## config.mk

```make
export PLATFORM = sky130hd
export DESIGN_NAME = msb_first_bit_packer
export DESIGN_NICKNAME = d
export VERILOG_FILES = /design/src/design/mbp_pkg.sv /design/src/design/mbp_front.sv /design/src/design/mbp_cmd_fifo.sv /design/src/design/mbp_back.sv /design/src/design/msb_first_bit_packer.sv
export SDC_FILE = /design/constraint.sdc
export NUM_CORES = 1
export LEC_CHECK = 0
export BUFFER_PORTS_ARGS = -buffer_cell sky130_fd_sc_hd__buf_2
export CAP_MARGIN = 30
export CORE_ASPECT_RATIO = 1.4
export CORE_MARGIN = 2
export CORE_UTILIZATION = 60
export DETAILED_ROUTE_END_ITERATION = 10
export GPL_TIMING_DRIVEN = 1
export PLACE_DENSITY_LB_ADDON = 0.05
export SLEW_MARGIN = 20
export SYNTH_ARGS = -nofsm -noshare
export SYNTH_HDL_FRONTEND = slang
export SYNTH_SLANG_ARGS = --single-unit
```

## constraint.sdc

```tcl
create_clock -name clk -period 5.1 [get_ports clk]
set_input_delay 0.765 -clock clk [delete_from_list [all_inputs] [get_ports clk]]
set_output_delay 0.765 -clock clk [all_outputs]
set_load 0.005 [all_outputs]
```

## src/design/mbp_pkg.sv

```systemverilog
`timescale 1ns / 1ps
// Shared types and constants for the MSB-first bit packer.
// Used by mbp_front, mbp_cmd_fifo, mbp_back and msb_first_bit_packer.
package mbp_pkg;

  localparam int unsigned VALUE_BITS     = 32;
  localparam int unsigned BYTE_BITS      = 8;
  localparam int unsigned MAX_FIELD_BITS = 32;
  localparam int unsigned CMD_DEPTH      = 2;

  // Working window: up to seven pending bits plus one full field.
  localparam int unsigned WORD_BITS = VALUE_BITS + BYTE_BITS;
  localparam int unsigned PEND_W    = $clog2(WORD_BITS);
  localparam int unsigned COUNT_W   = 6;

  typedef enum logic {
    ACT_APPEND = 1'b0,
    ACT_FLUSH  = 1'b1
  } action_t;

  // One command for the back end: value is already left aligned.
  typedef struct packed {
    action_t                 action;
    logic [VALUE_BITS-1:0]   value_al;
    logic [COUNT_W-1:0]      count;
  } cmd_t;

  typedef struct packed {
    logic [PEND_W-1:0] pend_bits;
  } bk_status_t;

endpackage

```

## src/design/mbp_front.sv

```systemverilog
`timescale 1ns / 1ps
`default_nettype none
// Front end: saturates the bit count, left-aligns the field value and
// drops appends that carry no bits. Depends on mbp_pkg.
module mbp_front (
  input  wire logic                            push,
  input  wire logic                            q_full,
  input  wire logic                            in_action,
  input  wire logic [mbp_pkg::VALUE_BITS-1:0]  in_field_value,
  input  wire logic [mbp_pkg::COUNT_W-1:0]     in_bit_count,
  output logic                                 q_push,
  output mbp_pkg::cmd_t                        q_cmd
);

  localparam int unsigned LIMIT = (mbp_pkg::MAX_FIELD_BITS < mbp_pkg::VALUE_BITS) ?
                                  mbp_pkg::MAX_FIELD_BITS : mbp_pkg::VALUE_BITS;
  localparam logic [mbp_pkg::COUNT_W-1:0] LIMIT_C = mbp_pkg::COUNT_W'(LIMIT);
  localparam logic [mbp_pkg::COUNT_W-1:0] VBITS_C = mbp_pkg::COUNT_W'(mbp_pkg::VALUE_BITS);

  logic [mbp_pkg::COUNT_W-1:0] count_sat;
  logic [mbp_pkg::COUNT_W-1:0] align_sh;
  logic                        is_flush;

  always_comb begin
    is_flush  = (mbp_pkg::action_t'(in_action) == mbp_pkg::ACT_FLUSH);
    count_sat = (in_bit_count > LIMIT_C) ? LIMIT_C : in_bit_count;
    align_sh  = VBITS_C - count_sat;
    q_cmd.action   = mbp_pkg::action_t'(in_action);
    // Shift out the ignored upper bits; a shift of the full width gives zero.
    q_cmd.value_al = in_field_value << align_sh;
    q_cmd.count    = count_sat;
    // Drop appends of zero bits: they change nothing.
    q_push = push && !q_full && (is_flush || (count_sat != '0));
  end

endmodule
`default_nettype wire

```

## src/design/mbp_cmd_fifo.sv

```systemverilog
`timescale 1ns / 1ps
`default_nettype none
// Short command queue between the front and back ends.
// Depends on mbp_pkg for the command type.
module mbp_cmd_fifo #(
  parameter int unsigned DEPTH = mbp_pkg::CMD_DEPTH
) (
  input  wire logic          clk,
  input  wire logic          rst_n,
  input  wire logic          wr_en,
  input  mbp_pkg::cmd_t      wr_cmd,
  input  wire logic          rd_en,
  output mbp_pkg::cmd_t      rd_cmd,
  output logic               rd_valid,
  output logic               full
);

  localparam int unsigned PTR_W = (DEPTH > 1) ? $clog2(DEPTH) : 1;
  localparam int unsigned CNT_W = $clog2(DEPTH + 1);
  localparam logic [PTR_W-1:0] LAST_PTR = PTR_W'(DEPTH - 1);
  localparam logic [CNT_W-1:0] DEPTH_C  = CNT_W'(DEPTH);

  mbp_pkg::cmd_t    mem_r [DEPTH];
  logic [PTR_W-1:0] wr_ptr_r, wr_ptr_nxt;
  logic [PTR_W-1:0] rd_ptr_r, rd_ptr_nxt;
  logic [CNT_W-1:0] cnt_r, cnt_nxt;
  logic             do_wr, do_rd;

  always_comb begin
    do_wr      = wr_en && (cnt_r != DEPTH_C);
    do_rd      = rd_en && (cnt_r != '0);
    wr_ptr_nxt = wr_ptr_r;
    rd_ptr_nxt = rd_ptr_r;
    cnt_nxt    = cnt_r;
    if (do_wr) begin
      wr_ptr_nxt = (wr_ptr_r == LAST_PTR) ? '0 : wr_ptr_r + 1'b1;
    end
    if (do_rd) begin
      rd_ptr_nxt = (rd_ptr_r == LAST_PTR) ? '0 : rd_ptr_r + 1'b1;
    end
    if (do_wr && !do_rd) begin
      cnt_nxt = cnt_r + 1'b1;
    end else if (do_rd && !do_wr) begin
      cnt_nxt = cnt_r - 1'b1;
    end
  end

  always_ff @(posedge clk) begin
    if (!rst_n) begin
      wr_ptr_r <= '0;
      rd_ptr_r <= '0;
      cnt_r    <= '0;
    end else begin
      wr_ptr_r <= wr_ptr_nxt;
      rd_ptr_r <= rd_ptr_nxt;
      cnt_r    <= cnt_nxt;
    end
  end

  always_ff @(posedge clk) begin
    if (do_wr) begin
      mem_r[wr_ptr_r] <= wr_cmd;
    end
  end

  assign rd_cmd   = mem_r[rd_ptr_r];
  assign rd_valid = (cnt_r != '0);
  assign full     = (cnt_r == DEPTH_C);

endmodule
`default_nettype wire

```

## src/design/mbp_back.sv

```systemverilog
`timescale 1ns / 1ps
`default_nettype none
// Back end: merges commands into a left-aligned bit window and emits one
// byte per cycle to a free or popped output register. Depends on mbp_pkg.
module mbp_back (
  input  wire logic                  clk,
  input  wire logic                  rst_n,
  input  mbp_pkg::cmd_t              cmd,
  input  wire logic                  cmd_valid,
  output logic                       cmd_pop,
  input  wire logic                  pop,
  output logic                       empty,
  output logic [7:0]                 out_byte_out,
  output logic                       out_last,
  output mbp_pkg::bk_status_t        status
);

  localparam int unsigned WB = mbp_pkg::WORD_BITS;
  localparam int unsigned PW = mbp_pkg::PEND_W;
  localparam logic [PW-1:0] BYTE_C = PW'(mbp_pkg::BYTE_BITS);
  localparam logic [PW-1:0] TWO_BYTE_C = PW'(2 * mbp_pkg::BYTE_BITS);

  // Pending bits sit at the top of word_r; bits below pend_r are zero.
  logic [WB-1:0] word_r, word_nxt;
  logic [PW-1:0] pend_r, pend_nxt;
  logic          out_valid_r, out_valid_nxt;
  logic [7:0]    out_byte_r, out_byte_nxt;
  logic          out_last_r, out_last_nxt;

  logic          emit;
  logic          load;
  logic [WB-1:0] base_word;
  logic [PW-1:0] base_pend;
  logic [WB-1:0] ins_word;

  always_comb begin
    emit      = (pend_r >= BYTE_C) && (!out_valid_r || pop);
    base_word = emit ? (word_r << mbp_pkg::BYTE_BITS) : word_r;
    base_pend = emit ? (pend_r - BYTE_C) : pend_r;
    // Take the next command once no full byte remains after this cycle.
    load      = cmd_valid && (base_pend < BYTE_C);
    ins_word  = {cmd.value_al, 8'h00} >> base_pend[2:0];

    word_nxt = base_word;
    pend_nxt = base_pend;
    if (load) begin
      unique case (cmd.action)
        mbp_pkg::ACT_FLUSH: begin
          // Pad with the zeros already below the pending bits.
          pend_nxt = (base_pend == '0) ? '0 : BYTE_C;
        end
        mbp_pkg::ACT_APPEND: begin
          word_nxt = base_word | ins_word;
          pend_nxt = base_pend + PW'(cmd.count);
        end
        default: begin
          pend_nxt = base_pend;
        end
      endcase
    end

    out_valid_nxt = out_valid_r;
    out_byte_nxt  = out_byte_r;
    out_last_nxt  = out_last_r;
    if (emit) begin
      out_valid_nxt = 1'b1;
      out_byte_nxt  = word_r[WB-1 -: 8];
      out_last_nxt  = (pend_r < TWO_BYTE_C);
    end else if (pop) begin
      out_valid_nxt = 1'b0;
    end
  end

  always_ff @(posedge clk) begin
    if (!rst_n) begin
      word_r      <= '0;
      pend_r      <= '0;
      out_valid_r <= 1'b0;
    end else begin
      word_r      <= word_nxt;
      pend_r      <= pend_nxt;
      out_valid_r <= out_valid_nxt;
    end
  end

  always_ff @(posedge clk) begin
    out_byte_r <= out_byte_nxt;
    out_last_r <= out_last_nxt;
  end

  assign cmd_pop          = load;
  assign empty            = !out_valid_r;
  assign out_byte_out     = out_byte_r;
  assign out_last         = out_last_r;
  assign status.pend_bits = pend_r;

endmodule
`default_nettype wire

```

## src/design/msb_first_bit_packer.sv

```systemverilog
`timescale 1ns / 1ps
`default_nettype none
// Top level of the MSB-first bit packer: front end, command queue, back end.
// Depends on mbp_pkg, mbp_front, mbp_cmd_fifo and mbp_back.

// Packs fields of 0 to 32 bits into bytes, most significant bit first, and
// pads the partial byte with zeros on a flush. Both sides are queues: push
// an item while full is low, pop a byte while empty is low; out_last marks
// the final byte of an item. The back end emits one byte per cycle while
// the output register is free or popped, and the next item loads in the
// cycle its predecessor's final byte moves to the output register. The
// first byte of an item passes from the command queue through the bit
// window word_r to the output register before it shows on the output.
module msb_first_bit_packer #(
  parameter int unsigned CMD_DEPTH = mbp_pkg::CMD_DEPTH
) (
  input  wire logic                            clk,
  input  wire logic                            rst_n,
  input  wire logic                            push,
  output logic                                 full,
  input  wire logic                            in_action,
  input  wire logic [mbp_pkg::VALUE_BITS-1:0]  in_field_value,
  input  wire logic [mbp_pkg::COUNT_W-1:0]     in_bit_count,
  output logic                                 empty,
  input  wire logic                            pop,
  output logic [7:0]                           out_byte_out,
  output logic                                 out_last
);

  logic                q_push;
  logic                q_full;
  logic                q_valid;
  logic                q_pop;
  mbp_pkg::cmd_t       q_wr_cmd;
  mbp_pkg::cmd_t       q_rd_cmd;
  mbp_pkg::bk_status_t bk_status;

  mbp_front u_front (
    .push           (push),
    .q_full         (q_full),
    .in_action      (in_action),
    .in_field_value (in_field_value),
    .in_bit_count   (in_bit_count),
    .q_push         (q_push),
    .q_cmd          (q_wr_cmd)
  );

  mbp_cmd_fifo #(
    .DEPTH (CMD_DEPTH)
  ) u_cmd_fifo (
    .clk      (clk),
    .rst_n    (rst_n),
    .wr_en    (q_push),
    .wr_cmd   (q_wr_cmd),
    .rd_en    (q_pop),
    .rd_cmd   (q_rd_cmd),
    .rd_valid (q_valid),
    .full     (q_full)
  );

  mbp_back u_back (
    .clk          (clk),
    .rst_n        (rst_n),
    .cmd          (q_rd_cmd),
    .cmd_valid    (q_valid),
    .cmd_pop      (q_pop),
    .pop          (pop),
    .empty        (empty),
    .out_byte_out (out_byte_out),
    .out_last     (out_last),
    .status       (bk_status)
  );

  assign full = q_full;

`ifndef ASSERT_OFF
  a_push_not_full: assert property (@(posedge clk) disable iff (!rst_n)
    q_push |-> !q_full)
    else $error("command pushed into a full queue");

  a_pop_has_cmd: assert property (@(posedge clk) disable iff (!rst_n)
    q_pop |-> q_valid)
    else $error("back end took a command from an empty queue");

  a_pend_range: assert property (@(posedge clk) disable iff (!rst_n)
    bk_status.pend_bits <= mbp_pkg::PEND_W'(mbp_pkg::WORD_BITS - 1))
    else $error("pending bit count out of range");

  a_byte_moves_out: assert property (@(posedge clk) disable iff (!rst_n)
    (empty && (bk_status.pend_bits >= mbp_pkg::PEND_W'(mbp_pkg::BYTE_BITS)))
      |=> !empty)
    else $error("completed byte not moved to the output register");
`endif

endmodule
`default_nettype wire

```

==> summary.txt <==
Outcome
  • Status: completed

Layout
  • Post-route cell area: approximately 9500 sq um
  • Diodes inserted: 0
  • Syn-to-layout area delta: 11.0%
  • Layout filler cell count: around 1100
  • Area of the multi-input gates: 4580 sq um
  • Final core utilization: 0.684
  • Fin nets: 868
  • Share of layout cells above drive strength 1: 0.249
  • Register area: about 3700 sq um

Timing
  • Slew Viols, Final: 0
  • Max Freq: 0.296 GHz
  • Tcrit/Tclk final: 0.663
  • Final setup fails: 0
  • Worst-margin pin slew: 0.815 ns
  • Unrepaired setup endpoints after global routing: no
  • Hold Fails Final Rpt: 0
  • Clk_skew: 0.00833 ns
  • Rel. slew slack: 0.457
  • Sum Neg Setup Slack: 0 ns
  • Min cycle time layout: ~3.4 ns
  • Fin Hold WS: approximately 0.43 ns

Global routing
  • Antenna violations before repair: 0
  • Largest net degree at the start of global routing: 45
  • GRT Util Overall: 0.270
  • Vias in the first global route: 6453
  • First-pass GRT wire length: 32.7 mm
  • Overflow left after global routing: 0

Worst setup path
  • Crit. End Element: flop
  • Critical path class: in -> reg
  • Slowest-stage cell, CP: o31ai_1
  • Bufs and invs on worst path: 3
  • Crit-path cells: buf_2 -> nor2b_4 -> inv_2 -> ha_1 -> inv_1 -> nor3_1 -> a221o_1 -> nand2_1 -> o31ai_1
  • Element type at the critical path start: input pin
  • Worst-path maximum fanout: 13
  • Crit path arrival time: 3.56 ns
  • Worst Path Required: 5.28 ns
  • Largest stage delay on the critical path: 0.47 ns
  • CP top delay family: compound AO/OA/AOI/OAI gates

Routing
  • Wire length per cell: just under 20 um
  • Post-DR vias/cell: 6.38
  • 1st-iter DRT viols: 361
  • Antenna viol nets, final: 0
  • DRT Wirelength: 19.7 mm
  • # DRC: 0
  • Drt first pass iters: 5
  • Vias: approximately 6500

Floorplanning
  • Effective utilization at floorplan: 0.616
  • IO Count: 54
  • DIE HEIGHT: 145 um
  • # rows: 51
  • Die width: 105 um
  • Die area: around 15000 sq um
  • CORE AREA: 13900 sq um

Power and ir drop
  • Sequential group share of total power: 0.346
  • Leak: 3.54 nW
  • Peak supply drop: 0.295 mV
  • PD cells: between 400 and 500 nW/um^2
  • Switching power: roughly 1.7 mW
  • Clk pwr share: 0.258
  • Power Total: 4.71 mW
  • Comb power frac: 0.395
  • Internal power: 3.04 mW
  • Switching share of power: 0.355

Synthesis
  • Top cells by count, synth: 121 x nand2_1, 87 x edfxtp_1, 65 x nor2_1
  • EDFF count, synth: 87
  • Syn_area_per_cell: about 11 sq um
  • Main combinational cell family by area after synthesis: multiplexers
  • Register area share after synthesis: 0.426
  • Synth Area in Adders: 0.0155
  • Ys flop type: edfxtp_1
  • Share of the synthesized area in the top cell type: 0.305
  • Most common cell in the netlist: nand2_1
  • Largest area contributor in the netlist: edfxtp_1
  • Post-Synth Simple-Gate Area: 0.130
  • Cells after synthesis: 791
  • Async SR Flop Fraction: 0
  • Synth Register Bits: 139
  • Xor-xnor portion of the synthesized cell area: 0.0124
  • Multiplexer share of the synthesized area: 0.247
  • Yosys warns: 0
  • Syn Std Cell Area: 8570 sq um
  • Cell variety after synth: between 60 and 70
  • Compound-Gate Fraction of Synth Area: 0.128
  • Top cells by area, synth: edfxtp_1 30%, mux4_2 13%, dfxtp_1 12%
  • Mapped Nets: between 800 and 900

CTS
  • Post-CTS Hold Fix Bufs: 0
  • Clock slew at reported path FFs: 0.06 ns
  • PostCTS Resize Cnt: 0
  • Clock sink total: approximately 140
  • Inserted Clock Buffers: 17
  • H-tree levels: 4
  • Post-CTS Setup Inserts: 0
  • CTS tree: done
  • Longest Clk Path Bufs: 2
  • Worst-Skew Late Latency: 0.42 ns
  • Clk root buf: clkbuf_16

Run
  • Max-cap violations: 0

Place
  • Routability cong.: 0.933
  • PortBufs: 53
  • Hpwl dp: roughly 14 mm
  • Area post-placement: 8930 sq um

Min path
  • HP Class: reg -> reg
cell families after synthesis:
group,after synthesis
buf+inv,77
mux,145
compound gates,154
xor+xnor,10
fa+ha+maj,10
simple gates,256
flops,139
cells in the final DEF (no fill, tap or decap), types with 8 or more instances in the layout:
cell type,Yosys,routed
a211oi_1,8,8
a21oi_1,27,27
buf_2,20,53
buf_4,4,13
clkbuf_16,0,17
dfxtp_1,52,51
edfxtp_1,87,87
ha_1,9,9
inv_1,10,10
mux2_2,43,43
mux2i_1,53,53
mux4_2,49,49
nand2_1,121,121
nand3_1,8,8
nor2_1,65,65
nor2b_1,12,10
nor3_1,20,20
o21ai_0,25,25
o221ai_1,15,15
o22a_1,11,11
o22ai_1,16,16
per-layer routing:
metal / global-route usage / vias to the layer above / part of all wire
met2: 0.473 / 215 / 0.53
met4: 0.123 / 0 / 0.042
li1: - / 3049 / -
met5: 0 / - / 0
met3: 0.0515 / 51 / 0.042
met1: 0.319 / 3151 / 0.39
per-stage QoR:
step | worst slack [ns] | cells
2_1_floorplan | 0.358 | 791
3_3_place_gp | 1.20 | 979
3_5_place_dp | 1.38 | 981
4_1_cts | 1.78 | 1013
5_1_grt | 1.52 | 1013
6_report | 1.72 | 1013
power by group through the flow:
| stage | sequential [mW] | combinational, mW | clock, mW |
|---|---|---|---|
| floorplan | 1.62 | 1.44 | 0 |
| global placement | 1.64 | 1.79 | 0 |
| detailed placement | 1.65 | 1.84 | 0 |
| CTS | 1.63 | 1.85 | 1.23 |
| global route | 1.66 | 2.05 | 1.28 |
| finish | 1.63 | 1.86 | 1.22 |
worst paths after layout:
| path | from | slack, ns | depth (start not counted) | end |
|---|---|---|---|---|
| worst min-delay path | u_back.word_r[35] | 0.43 | 0 | u_back.out_byte_out[3] |
| worst max-delay path | in_bit_count[5] | 1.72 | 9 | u_cmd_fifo.mem_r[0][24] |
| worst min register to register | u_back.word_r[35] | 0.43 | 0 | u_back.out_byte_out[3] |
| worst max register to register | flop | 1.85 | 7 | u_back.word_r[31] |
sequential cells by signal (all words and copies together) (netlist names), 2 cells and up, named ones only:
name / cells
u_cmd_fifo.mem_r: 78
u_back.word_r: 40
u_back.out_byte_out: 8
u_back.status: 6
u_cmd_fifo.cnt_r: 2
area by class of cell:
class	count	share of cell area
clock buffers	17	0.0447
multi-input cells	575	0.481
well taps	185	0.0243
inverters	14	0.00552
flip-flops and latches	139	0.384
clock inverters	15	0.0171
repair buffers	68	0.0431
(Power assumes the default switching activity.)
